`src/design/tcr_pkg.sv`:
```
`timescale 1ns / 1ps

package tcr_pkg;

    // Glyph memory geometry: 256 characters of 8 lines each.
    localparam int GLYPH_LINES = 8;
    localparam int GLYPH_DEPTH = 256 * GLYPH_LINES;

    // Cell signature: {0, char_code, attr}; all ones never matches a real one.
    localparam int SIG_W = 17;
    localparam logic [SIG_W-1:0] SIG_INVALID = 17'h1FFFF;

    // Job queue between the front and the back.
    localparam int QUEUE_DEPTH = 4;
    localparam int QUEUE_AW = 2;

    // Configuration port.
    localparam int CFG_IDX_W = 2;
    localparam int CFG_DATA_W = 7;

    typedef enum logic [CFG_IDX_W-1:0] {
        REG_CURSOR_ENABLE = 2'd0,
        REG_CURSOR_COL    = 2'd1,
        REG_CURSOR_ROW    = 2'd2
    } cfg_reg_t;

    // Cursor settings as seen by the front.
    typedef struct packed {
        logic       enable;
        logic [6:0] col;
        logic [4:0] row;
    } cursor_t;

    // One queued job: either a font row load or a cell render.
    typedef struct packed {
        logic       is_load;
        logic [7:0] char_code;
        logic [2:0] load_line;
        logic [7:0] load_bits;
        logic [4:0] row;
        logic [6:0] col;
        logic [7:0] fg;
        logic [7:0] bg;
    } job_t;

    // Foreground level: 0 for index 0, otherwise 0x11*(i+1) capped at 0xFF.
    function automatic logic [7:0] fore_level(input logic [3:0] idx);
        logic [3:0] inc;
        inc = idx + 4'd1;
        if (idx == 4'd0) begin
            return 8'h00;
        end else if (idx == 4'hF) begin
            return 8'hFF;
        end else begin
            return {inc, inc};
        end
    endfunction

    // Background level: 0x11*i.
    function automatic logic [7:0] back_level(input logic [3:0] idx);
        return {idx, idx};
    endfunction

endpackage

```
`src/design/tcr_queue.sv`:
```
`timescale 1ns / 1ps

module tcr_queue (
    input  logic                        aclk,
    input  logic                        aresetn,
    input  logic                        push_valid,
    input  tcr_pkg::job_t               push_job,
    input  logic                        pop,
    output logic                        head_valid,
    output tcr_pkg::job_t               head_job,
    output logic [tcr_pkg::QUEUE_AW:0]  level
);

    tcr_pkg::job_t                   entry_reg [tcr_pkg::QUEUE_DEPTH];
    logic [tcr_pkg::QUEUE_AW-1:0]    wr_ptr_reg, wr_ptr_next;
    logic [tcr_pkg::QUEUE_AW-1:0]    rd_ptr_reg, rd_ptr_next;
    logic [tcr_pkg::QUEUE_AW:0]      level_reg, level_next;
    logic                            do_pop;

    assign head_valid = (level_reg != '0);
    assign head_job   = entry_reg[rd_ptr_reg];
    assign level      = level_reg;
    assign do_pop     = pop && head_valid;

    // Pointer and fill level update.
    always_comb begin
        wr_ptr_next = push_valid ? wr_ptr_reg + 1'b1 : wr_ptr_reg;
        rd_ptr_next = do_pop ? rd_ptr_reg + 1'b1 : rd_ptr_reg;
        level_next  = level_reg;
        if (push_valid && !do_pop) begin
            level_next = level_reg + 1'b1;
        end else if (!push_valid && do_pop) begin
            level_next = level_reg - 1'b1;
        end
    end

    always_ff @(posedge aclk) begin
        if (!aresetn) begin
            wr_ptr_reg <= '0;
            rd_ptr_reg <= '0;
            level_reg  <= '0;
        end else begin
            wr_ptr_reg <= wr_ptr_next;
            rd_ptr_reg <= rd_ptr_next;
            level_reg  <= level_next;
        end
        if (push_valid) begin
            entry_reg[wr_ptr_reg] <= push_job;
        end
    end

    // The front never pushes into a full queue.
    a_no_overflow: assert property (@(posedge aclk) disable iff (!aresetn)
        push_valid |-> (level_reg < (tcr_pkg::QUEUE_AW + 1)'(tcr_pkg::QUEUE_DEPTH)))
        else $error("job queue overflow");

endmodule

```
`config.mk`:
```
export PLATFORM = sky130hd
export DESIGN_NAME = tcr_queue
export DESIGN_NICKNAME = d
export VERILOG_FILES = /design/src/design/tcr_pkg.sv /design/src/design/tcr_queue.sv
export SDC_FILE = /design/constraint.sdc
export NUM_CORES = 1
export LEC_CHECK = 0
export BUFFER_PORTS_ARGS = -buffer_cell sky130_fd_sc_hd__buf_4
export CORE_UTILIZATION = 61
export CTS_CLUSTER_DIAMETER = 100
export DETAILED_ROUTE_END_ITERATION = 10
export PLACE_DENSITY = 0.84
export SYNTH_ARGS = -nofsm -noshare
export SYNTH_HDL_FRONTEND = slang
export SYNTH_SLANG_ARGS = --single-unit
```
`constraint.sdc`:
```
create_clock -name aclk -period 4.1 [get_ports aclk]
set_input_delay 0.615 -clock aclk [delete_from_list [all_inputs] [get_ports aclk]]
set_output_delay 0.615 -clock aclk [all_outputs]
set_load 0.005 [all_outputs]
```
# Word-level counts from Yosys, hierarchy flattened
# Memory sizes are Yosys's and may differ from the RTL's. A register that Yosys moved wholly into a read port is not among the register bits.
# Index checks and enable logic that the tools add are counted.
# totals
reg_bits	7
ram_bits	192
input_bits	52
output_inout_bits	52
wordCells	21
n_memories	1
# memory_table
name	words	word_bits	read_ports	rd_clocked_by_memory_dff	write_ports	line_no	text
entry_reg	4	48	1	1	1	tcr_queue.sv:14	tcr_pkg::job_t entry_reg [tcr_pkg::QUEUE_DEPTH];
# classes
add_sub_neg	4
n_mux	6
reduce_logical	7
# op_table
operator	count
$mux W3	2
$add A2 B1 Y2 const B	2
$mux W2	2
$add A3 B1 Y3 const B	1
$logic_and A1 B1 Y1	3
$reduce_bool A3 Y1	1
$sub A3 B1 Y3 const B	1
$logic_not A1 Y1	2
$mux W1	2
$reduce_bool A2 Y1	1

# Depth between registers and ports, before layout
# Gate-level depths: netlist (run 1).
# logic_depth
ltp_word	5
mapped_depth	7
depth_no_buf	7

# Least setup slack after synthesis (run 1)
# No wires, ideal clock.
# synth_timing
path_kind	input to register
start	in push_valid
end	mem entry_reg[0][0] in the netlist's numbering, enable pin
setup_time_ns	0.410
arrival_time_ns	1.765
t_required_ns	3.690
setup_slack_ns	1.925
path_stages	1
n_path_buf	0
path_cell_list	and2_1
# synth_between
elab_chain_cells	2
# synth_rtl
item	line_no	text
start, declared	tcr_queue.sv:6	input logic push_valid,
$mux W1	tcr_queue.sv:47	if (push_valid) begin
$mux W1 (not written as such)	tcr_queue.sv:48	entry_reg[wr_ptr_reg] <= push_job;
end, declared	tcr_queue.sv:14	
# No other way between the ends.

==> metrics.md, run 1 <==
| Metric | Value |
|---|---|
| Max frequency | 341 MHz |
| Max-slew violation count | 0 |
| IO buf count | 103 |
| Worst-margin pin slew | 1.02 ns |
| Met3 wire len | 899 µm |
| Ys async rst share | 0% |
| Drt via density | 5.81 |
| Synth top area share | 78.2% |
| P per Cell Area | 570 mW/mm² |
| Synth top area cells | edfxtp_1 (78%), mux4_2 (15%), dfxtp_1 (2.4%) |
| Clock root buffer | clkbuf_16 |
| Top-count cell post-synth | edfxtp_1 |
| Uppermost layer routed | met4 |
| Fraction of layout cells with a size suffix above 1 | 44.3% |
| Netlist Area Pre-Place | 0.00737 mm² |
| Pleak | 3.01 nW |
| Final ANT Viol Nets | 0 |
| Req. time, crit path | 3.48 ns |
| Min-Delay Endpoint | entry_reg[3][9] |
| CP Max Fanout | 39 |
| Worst slew margin | 31.9% |
| Worst path cell trace | buf_4 -> mux4_2 -> buf_4 |
| Max IR drop VDD | 0.000473 V |
| Setup crit start kind | flip-flop |
| DIE HEIGHT | 112 µm |
| Nets | 471 |
| Final worst-path cycle share | 71.5% |
| Outcome | finished, violations left |
| Worst EP arrival | 2.31 ns |
| Deepest clock path buffer count | 3 |
| Yosys warning count | 0 |
| Non-filler cells, final | 567 |
| Total track usage | 19.8% |
| Total wire length | 12,100 µm |
| Clock skew | 0.00888 ns |
| Dpl cells | 535 |
| Syn_area_per_cell | 25.2 µm² |
| Critical path's largest stage delay | 1.00 ns |
| Cell depth of the worst flop-to-flop path | 7 |
| Clk_lat worst skew | 0.46 ns |
| RSZ-0062 raised after global routing | false |
| CP endpoint kind | output port |
| Vias | 3,297 |
| Dpl ws | 1.62 ns |
| Max_cap viols | 0 |
| Gpl congestion | 0.707 |
| Synth unique cells | 20 |
| N_diodes | 0 |
| Htree depth | 1 |
| Number of setup violations in the final report | 0 |
| Hold Path Cell Cnt | 1 |
| Post-CTS sizing | 0 |
| Min-Delay Path Class | input pin to flip-flop |
| CTS tree | done |
| Dpl hpwl | 7150 µm |
| Die W | 112 µm |
| Die area | 0.0125 mm² |
| Reg area | 0.00595 mm² |
| Core box area | 0.0116 mm² |
| Initial core utilization | 63.5% |
| Drt wl/cell | 21.3 µm |
| Initial antenna violation count | 0 |
| Clock transition at the registers of the reported paths | 0.06 ns |
| Worst R2R Setup Slack | 1.98 ns |
| Final Critical Period | 2.93 ns |
| Reg-to-Reg Start | level[1] |
| Post-synth EDFFs | 192 |
| Fill cells | 639 |
| Post-CTS Hold Fix Bufs | 0 |
| Leading cell types by count after synthesis | edfxtp_1 (192), mux4_2 (48), and2_1 (9), dfxtp_1 (9), ha_1 (5) |
| TritonCTS Buffers | 19 |
| Final Hold Vio Count | 0 |
| Layout area overhead | 20.1% |
| Met2 routed WL | 6000 µm |
| Area leader, netlist | edfxtp_1 |
| Setup_tns | 0 ns |
| IO Count | 104 |
| Sink Count | 201 |
| Post-route DRC | 11 |
| Postcts setup bufs | 0 |
| Hold path startpoint | push_job[9] |
| Critical path class | flip-flop to output port |
| Initial DRC Count | 265 |
| Multi-input gate area | 0.00135 mm² |
| Pin count of the biggest net entering global routing | 49 |
| Metal-1 WL | 4960 µm |
| Main synth FF type | edfxtp_1 |
| Failing checks | design-rule violations |
| Reg2reg end | level[2] |
| Standard-cell rows | 39 |
| Sequential area share after synthesis | 80.7% |
| Tot Pwr | 5.05 mW |
| Vias in the first global route | 3,516 |
| Highest-delay cell along the critical path | dfxtp_2 |
| Cells after synthesis | 292 |
| TritonRoute pass-1 iters | 8 |
| Syn_nets | 350 |
| Global-route wire length before repair | 18,600 µm |
| Synthesis-stage register bit count | 201 |
| Top cell by count, worst path | buf_4 |
| GRT Residual Overflow | 0 |
| Final setup margin | 1.17 ns |
| Max reg flops | 192 |
[per-layer routing]
layer | up-vias | track usage (%)
met5 | - | 0
met4 | 0 | 5.14
met1 | 1699 | 27.2
met3 | 17 | 3.76
met2 | 104 | 33.3
li1 | 1477 | -
[worst max-delay path: cells and delay by family, from the launching register on]
kind                   cells  cell delay, ns
DFF                        1            1.00
muxes                      1            0.34
buffers and inverters      2            0.50
[metrics by stage]
stage                     utilization, %  cell area, µm²  hold WS (ns)
after global routing                76.2            8850         0.330
after floorplan                        -            7370         0.522
after global placement              71.6            8310         0.539
final                               76.2            8850         0.352
after detailed placement            71.6            8310         0.546
after CTS                           76.2            8850         0.337
[worst max path at each step]
| stage | endpoint | slack, ns | cells after the start | startpoint |
|---|---|---|---|---|
| 2_1_floorplan | entry_reg[0][0] | 1.92 | 1 | push_valid |
| 3_3_place_gp | head_job[33] | 1.65 | 3 | flip-flop |
| 3_5_place_dp | head_job[27] | 1.62 | 3 | flip-flop |
| 4_1_cts | head_job[27] | 1.11 | 3 | flip-flop |
| 5_1_grt | head_job[27] | 1.07 | 3 | flip-flop |
| 6_report | head_job[27] | 1.17 | 3 | flip-flop |
[power by group]
group,internal (mW),total [mW],switching (mW),leakage [nW]
Clock,0.872,1.52,0.651,0.261
Combinational,0.652,0.951,0.299,0.913
Sequential,2.38,2.58,0.200,1.84
[kinds of logic after synthesis]
kind of cell | count (synthesis) | share of synthesized area (%)
DFF | 201 | 80.7
muxes | 50 | 14.9
buffers and inverters | 13 | 1.12
and+or+nand+nor | 13 | 1.10
adders and majority gates | 6 | 1.12
xor gates and xnor gates | 5 | 0.594
AOI/OAI and AO/OA | 4 | 0.458
[layout make-up]
type	instances	share of cell area (%)
sequential	201	67.2
tap	143	2.02
multi-input combinational	78	15.2
clock buffer	27	5.82
clock inverter	5	0.283
timing repair buffer	110	9.33
inverter	3	0.127
[layout by cell type, fill, tap and decap left out, drive strengths merged, types with 2 or more instances in the layout]
master  count
edfxtp    192
buf       110
mux4       48
clkbuf     27
dfxtp       9
and2        9
ha          5
clkinv      4
inv         3
xnor2       3
or3         2
xor2        2
mux2i       2
nor2b       2
(Power assumes the default switching activity.)
==> inputs of run 2 (changes only) <==
ABC_AREA = 1   (was not set)
CORE_UTILIZATION = 57   (was 61)
PLACE_DENSITY = 0.79   (was 0.84)
clock period = 2.7 ns   (was 4.1 ns; I/O delays follow)
==> run 2 against run 1 <==
  * The run now ends clean
  * Synthesized area up 3.6%
  * Global-route usage grew 2.2 points
  * Critical path depth up 1
  * Utilization shrank 5.1 points
  * Count of clock-buffer cells in the layout rose by 1
  * Synthesized cell count up 80%
  * Sequential power rose by 43%
  * Die area is 11% higher
  * Critical endpoint is now head_job[45]
  * Largest cell class unchanged
  * Largest power group unchanged
  * Highest routed layer unchanged
==> metrics.md, run 2 <==
| Metric | Value |
|---|---|
| Ys async rst share | 0% |
| Deepest clock path buffer count | 3 |
| Max reg flops | 192 |
| Initial DRC Count | 478 |
| Synth top area share | 75.5% |
| Worst slew margin | 53.0% |
| GRT Residual Overflow | 0 |
| Layout area overhead | 19.5% |
| Fraction of layout cells with a size suffix above 1 | 24.4% |
| Clock transition at the registers of the reported paths | 0.06 ns |
| N_diodes | 0 |
| Pin count of the biggest net entering global routing | 97 |
| P per Cell Area | 877 mW/mm² |
| RSZ-0062 raised after global routing | false |
| Min-Delay Path Class | input pin to flip-flop |
| Gpl congestion | 0.738 |
| Max_cap viols | 0 |
| Drt wl/cell | 18.4 µm |
| Critical path class | flip-flop to output port |
| Number of setup violations in the final report | 0 |
| Uppermost layer routed | met4 |
| Synth unique cells | 23 |
| Syn_area_per_cell | 14.5 µm² |
| Cells after synthesis | 527 |
| Commonest cells after routing, fill and taps aside | edfxtp_1 (192), buf_4 (110), nor2_1 (92) |
| Max IR drop VDD | 0.000610 V |
| Global-route wire length before repair | 23,900 µm |
| Vias | 4,621 |
| Critical path's largest stage delay | 0.54 ns |
| Final Critical Period | 2.58 ns |
| CTS tree | done |
| Top-count cell post-synth | edfxtp_1 |
| Synth top area cells | edfxtp_1 (76%), o21ai_0 (5.9%), nor2_1 (4.5%) |
| Layout Utilization | 71.1% |
| Vias in the first global route | 4,826 |
| Total wire length | 15,000 µm |
| Setup crit start kind | flip-flop |
| Worst EP arrival | 2.18 ns |
| Nets | 689 |
| Total track usage | 22.0% |
| Yosys warning count | 0 |
| Metal-1 WL | 5820 µm |
| Dpl hpwl | 8900 µm |
| IO buf count | 103 |
| Final Hold Vio Count | 0 |
| Post-synth EDFFs | 192 |
| Post-CTS Hold Fix Bufs | 0 |
| Area post-placement | 0.00851 mm² |
| Most common cell after layout, fill and taps aside | edfxtp_1 |
| Req. time, crit path | 2.30 ns |
| Met3 wire len | 1290 µm |
| Final worst-path cycle share | 95.6% |
| Cell area after layout | 0.00912 mm² |
| Max-slew violation count | 0 |
| Standard-cell rows | 41 |
| Initial antenna violation count | 0 |
| TritonCTS Buffers | 20 |
| DIE HEIGHT | 118 µm |
| Postcts setup bufs | 0 |
| Worst-margin pin slew | 0.705 ns |
| Multi-input gate area | 0.00139 mm² |
| Sequential area share after synthesis | 77.9% |
| CP Max Fanout | 96 |
| Reg area | 0.00595 mm² |
| Die W | 118 µm |
| TritonRoute pass-1 iters | 4 |
| Outcome | finished clean |
| Netlist Area Pre-Place | 0.00763 mm² |
| Final ANT Viol Nets | 0 |
| Setup_tns | 0 ns |
| Initial core utilization | 59.5% |
| Clock root buffer | clkbuf_16 |
| Die area | 0.0139 mm² |
| CP endpoint kind | output port |
| Pleak | 3.25 nW |
| Fill cells | 843 |
| Htree depth | 1 |
| Post-CTS sizing | 0 |
| Leading cell types by count after synthesis | edfxtp_1 (192), nor2_1 (92), o21ai_0 (90), o22ai_1 (48), nand2_1 (15) |
| Met2 routed WL | 7580 µm |
| Highest-delay cell along the critical path | inv_6 |
| Hold Slack | 0.122 ns |
| IO Count | 104 |
| Drt via density | 5.66 |
| Main synth FF type | edfxtp_1 |
| Sink Count | 201 |
| Core box area | 0.0128 mm² |
| Area leader, netlist | edfxtp_1 |
| Tot Pwr | 8.00 mW |
| Syn_nets | 585 |
| Worst path cell trace | inv_6 -> o21ai_0 -> o22ai_1 -> buf_4 |
| Clk_lat worst skew | 0.48 ns |
| Clock skew | 0.00981 ns |
| Synthesis-stage register bit count | 201 |
| Max frequency | 387 MHz |
| Post-route DRC | 0 |
-- run 2: where the power goes --
group / internal (mW) / leakage (nW) / switching, mW
registers: 3.59 / 1.84 / 0.0995
logic: 0.755 / 1.12 / 0.980
clock network: 1.52 / 0.296 / 1.05
total: 5.86 / 3.25 / 2.13
-- run 2: layer usage --
layer	up-vias	GRT usage, %
met5	-	0
met2	169	37.8
met3	32	5.09
li1	2164	-
met4	0	8.01
met1	2256	27.4
-- run 2: kinds of logic after synthesis --
kind of cell	synth area share [%]
fa+ha+maj	1.08
simple gates	6.28
buf+inv	3.90
xor+xnor	0.115
compound gates	10.8
flops	77.9
-- run 2: metrics by stage --
stage               instances  worst slack, ns
floorplan                 527            0.770
global placement          781            0.783
detailed placement        781            0.606
CTS                       816           0.0932
global route              816           0.0431
finish                    816            0.118
-- run 2: critical path: cells and delay by family (launching register included) --
family / cells / cell delay, ns
AOI/OAI and AO/OA: 2 / 0.52
buffers and inverters: 2 / 0.71
DFF: 1 / 0.44
-- run 2: area by class of cell --
class,instances,share of cell area (%)
Multi-Input combinational cell,279,15.3
Timing Repair Buffer,113,9.71
Clock buffer,28,6.05
Tap cell,172,2.36
Sequential cell,201,65.2
Inverter,16,0.713
Clock inverter,7,0.659
-- run 2: final timing paths --
path                       from               to  slack, ns  cells past startpoint
hold / removal      push_job[1]  entry_reg[1][1]       0.12                      1
setup / recovery      flip-flop     head_job[45]       0.12                      4
setup reg to reg       level[1]         level[2]       0.86                     12
hold reg to reg   rd_ptr_reg[1]        flip-flop       0.50                      2
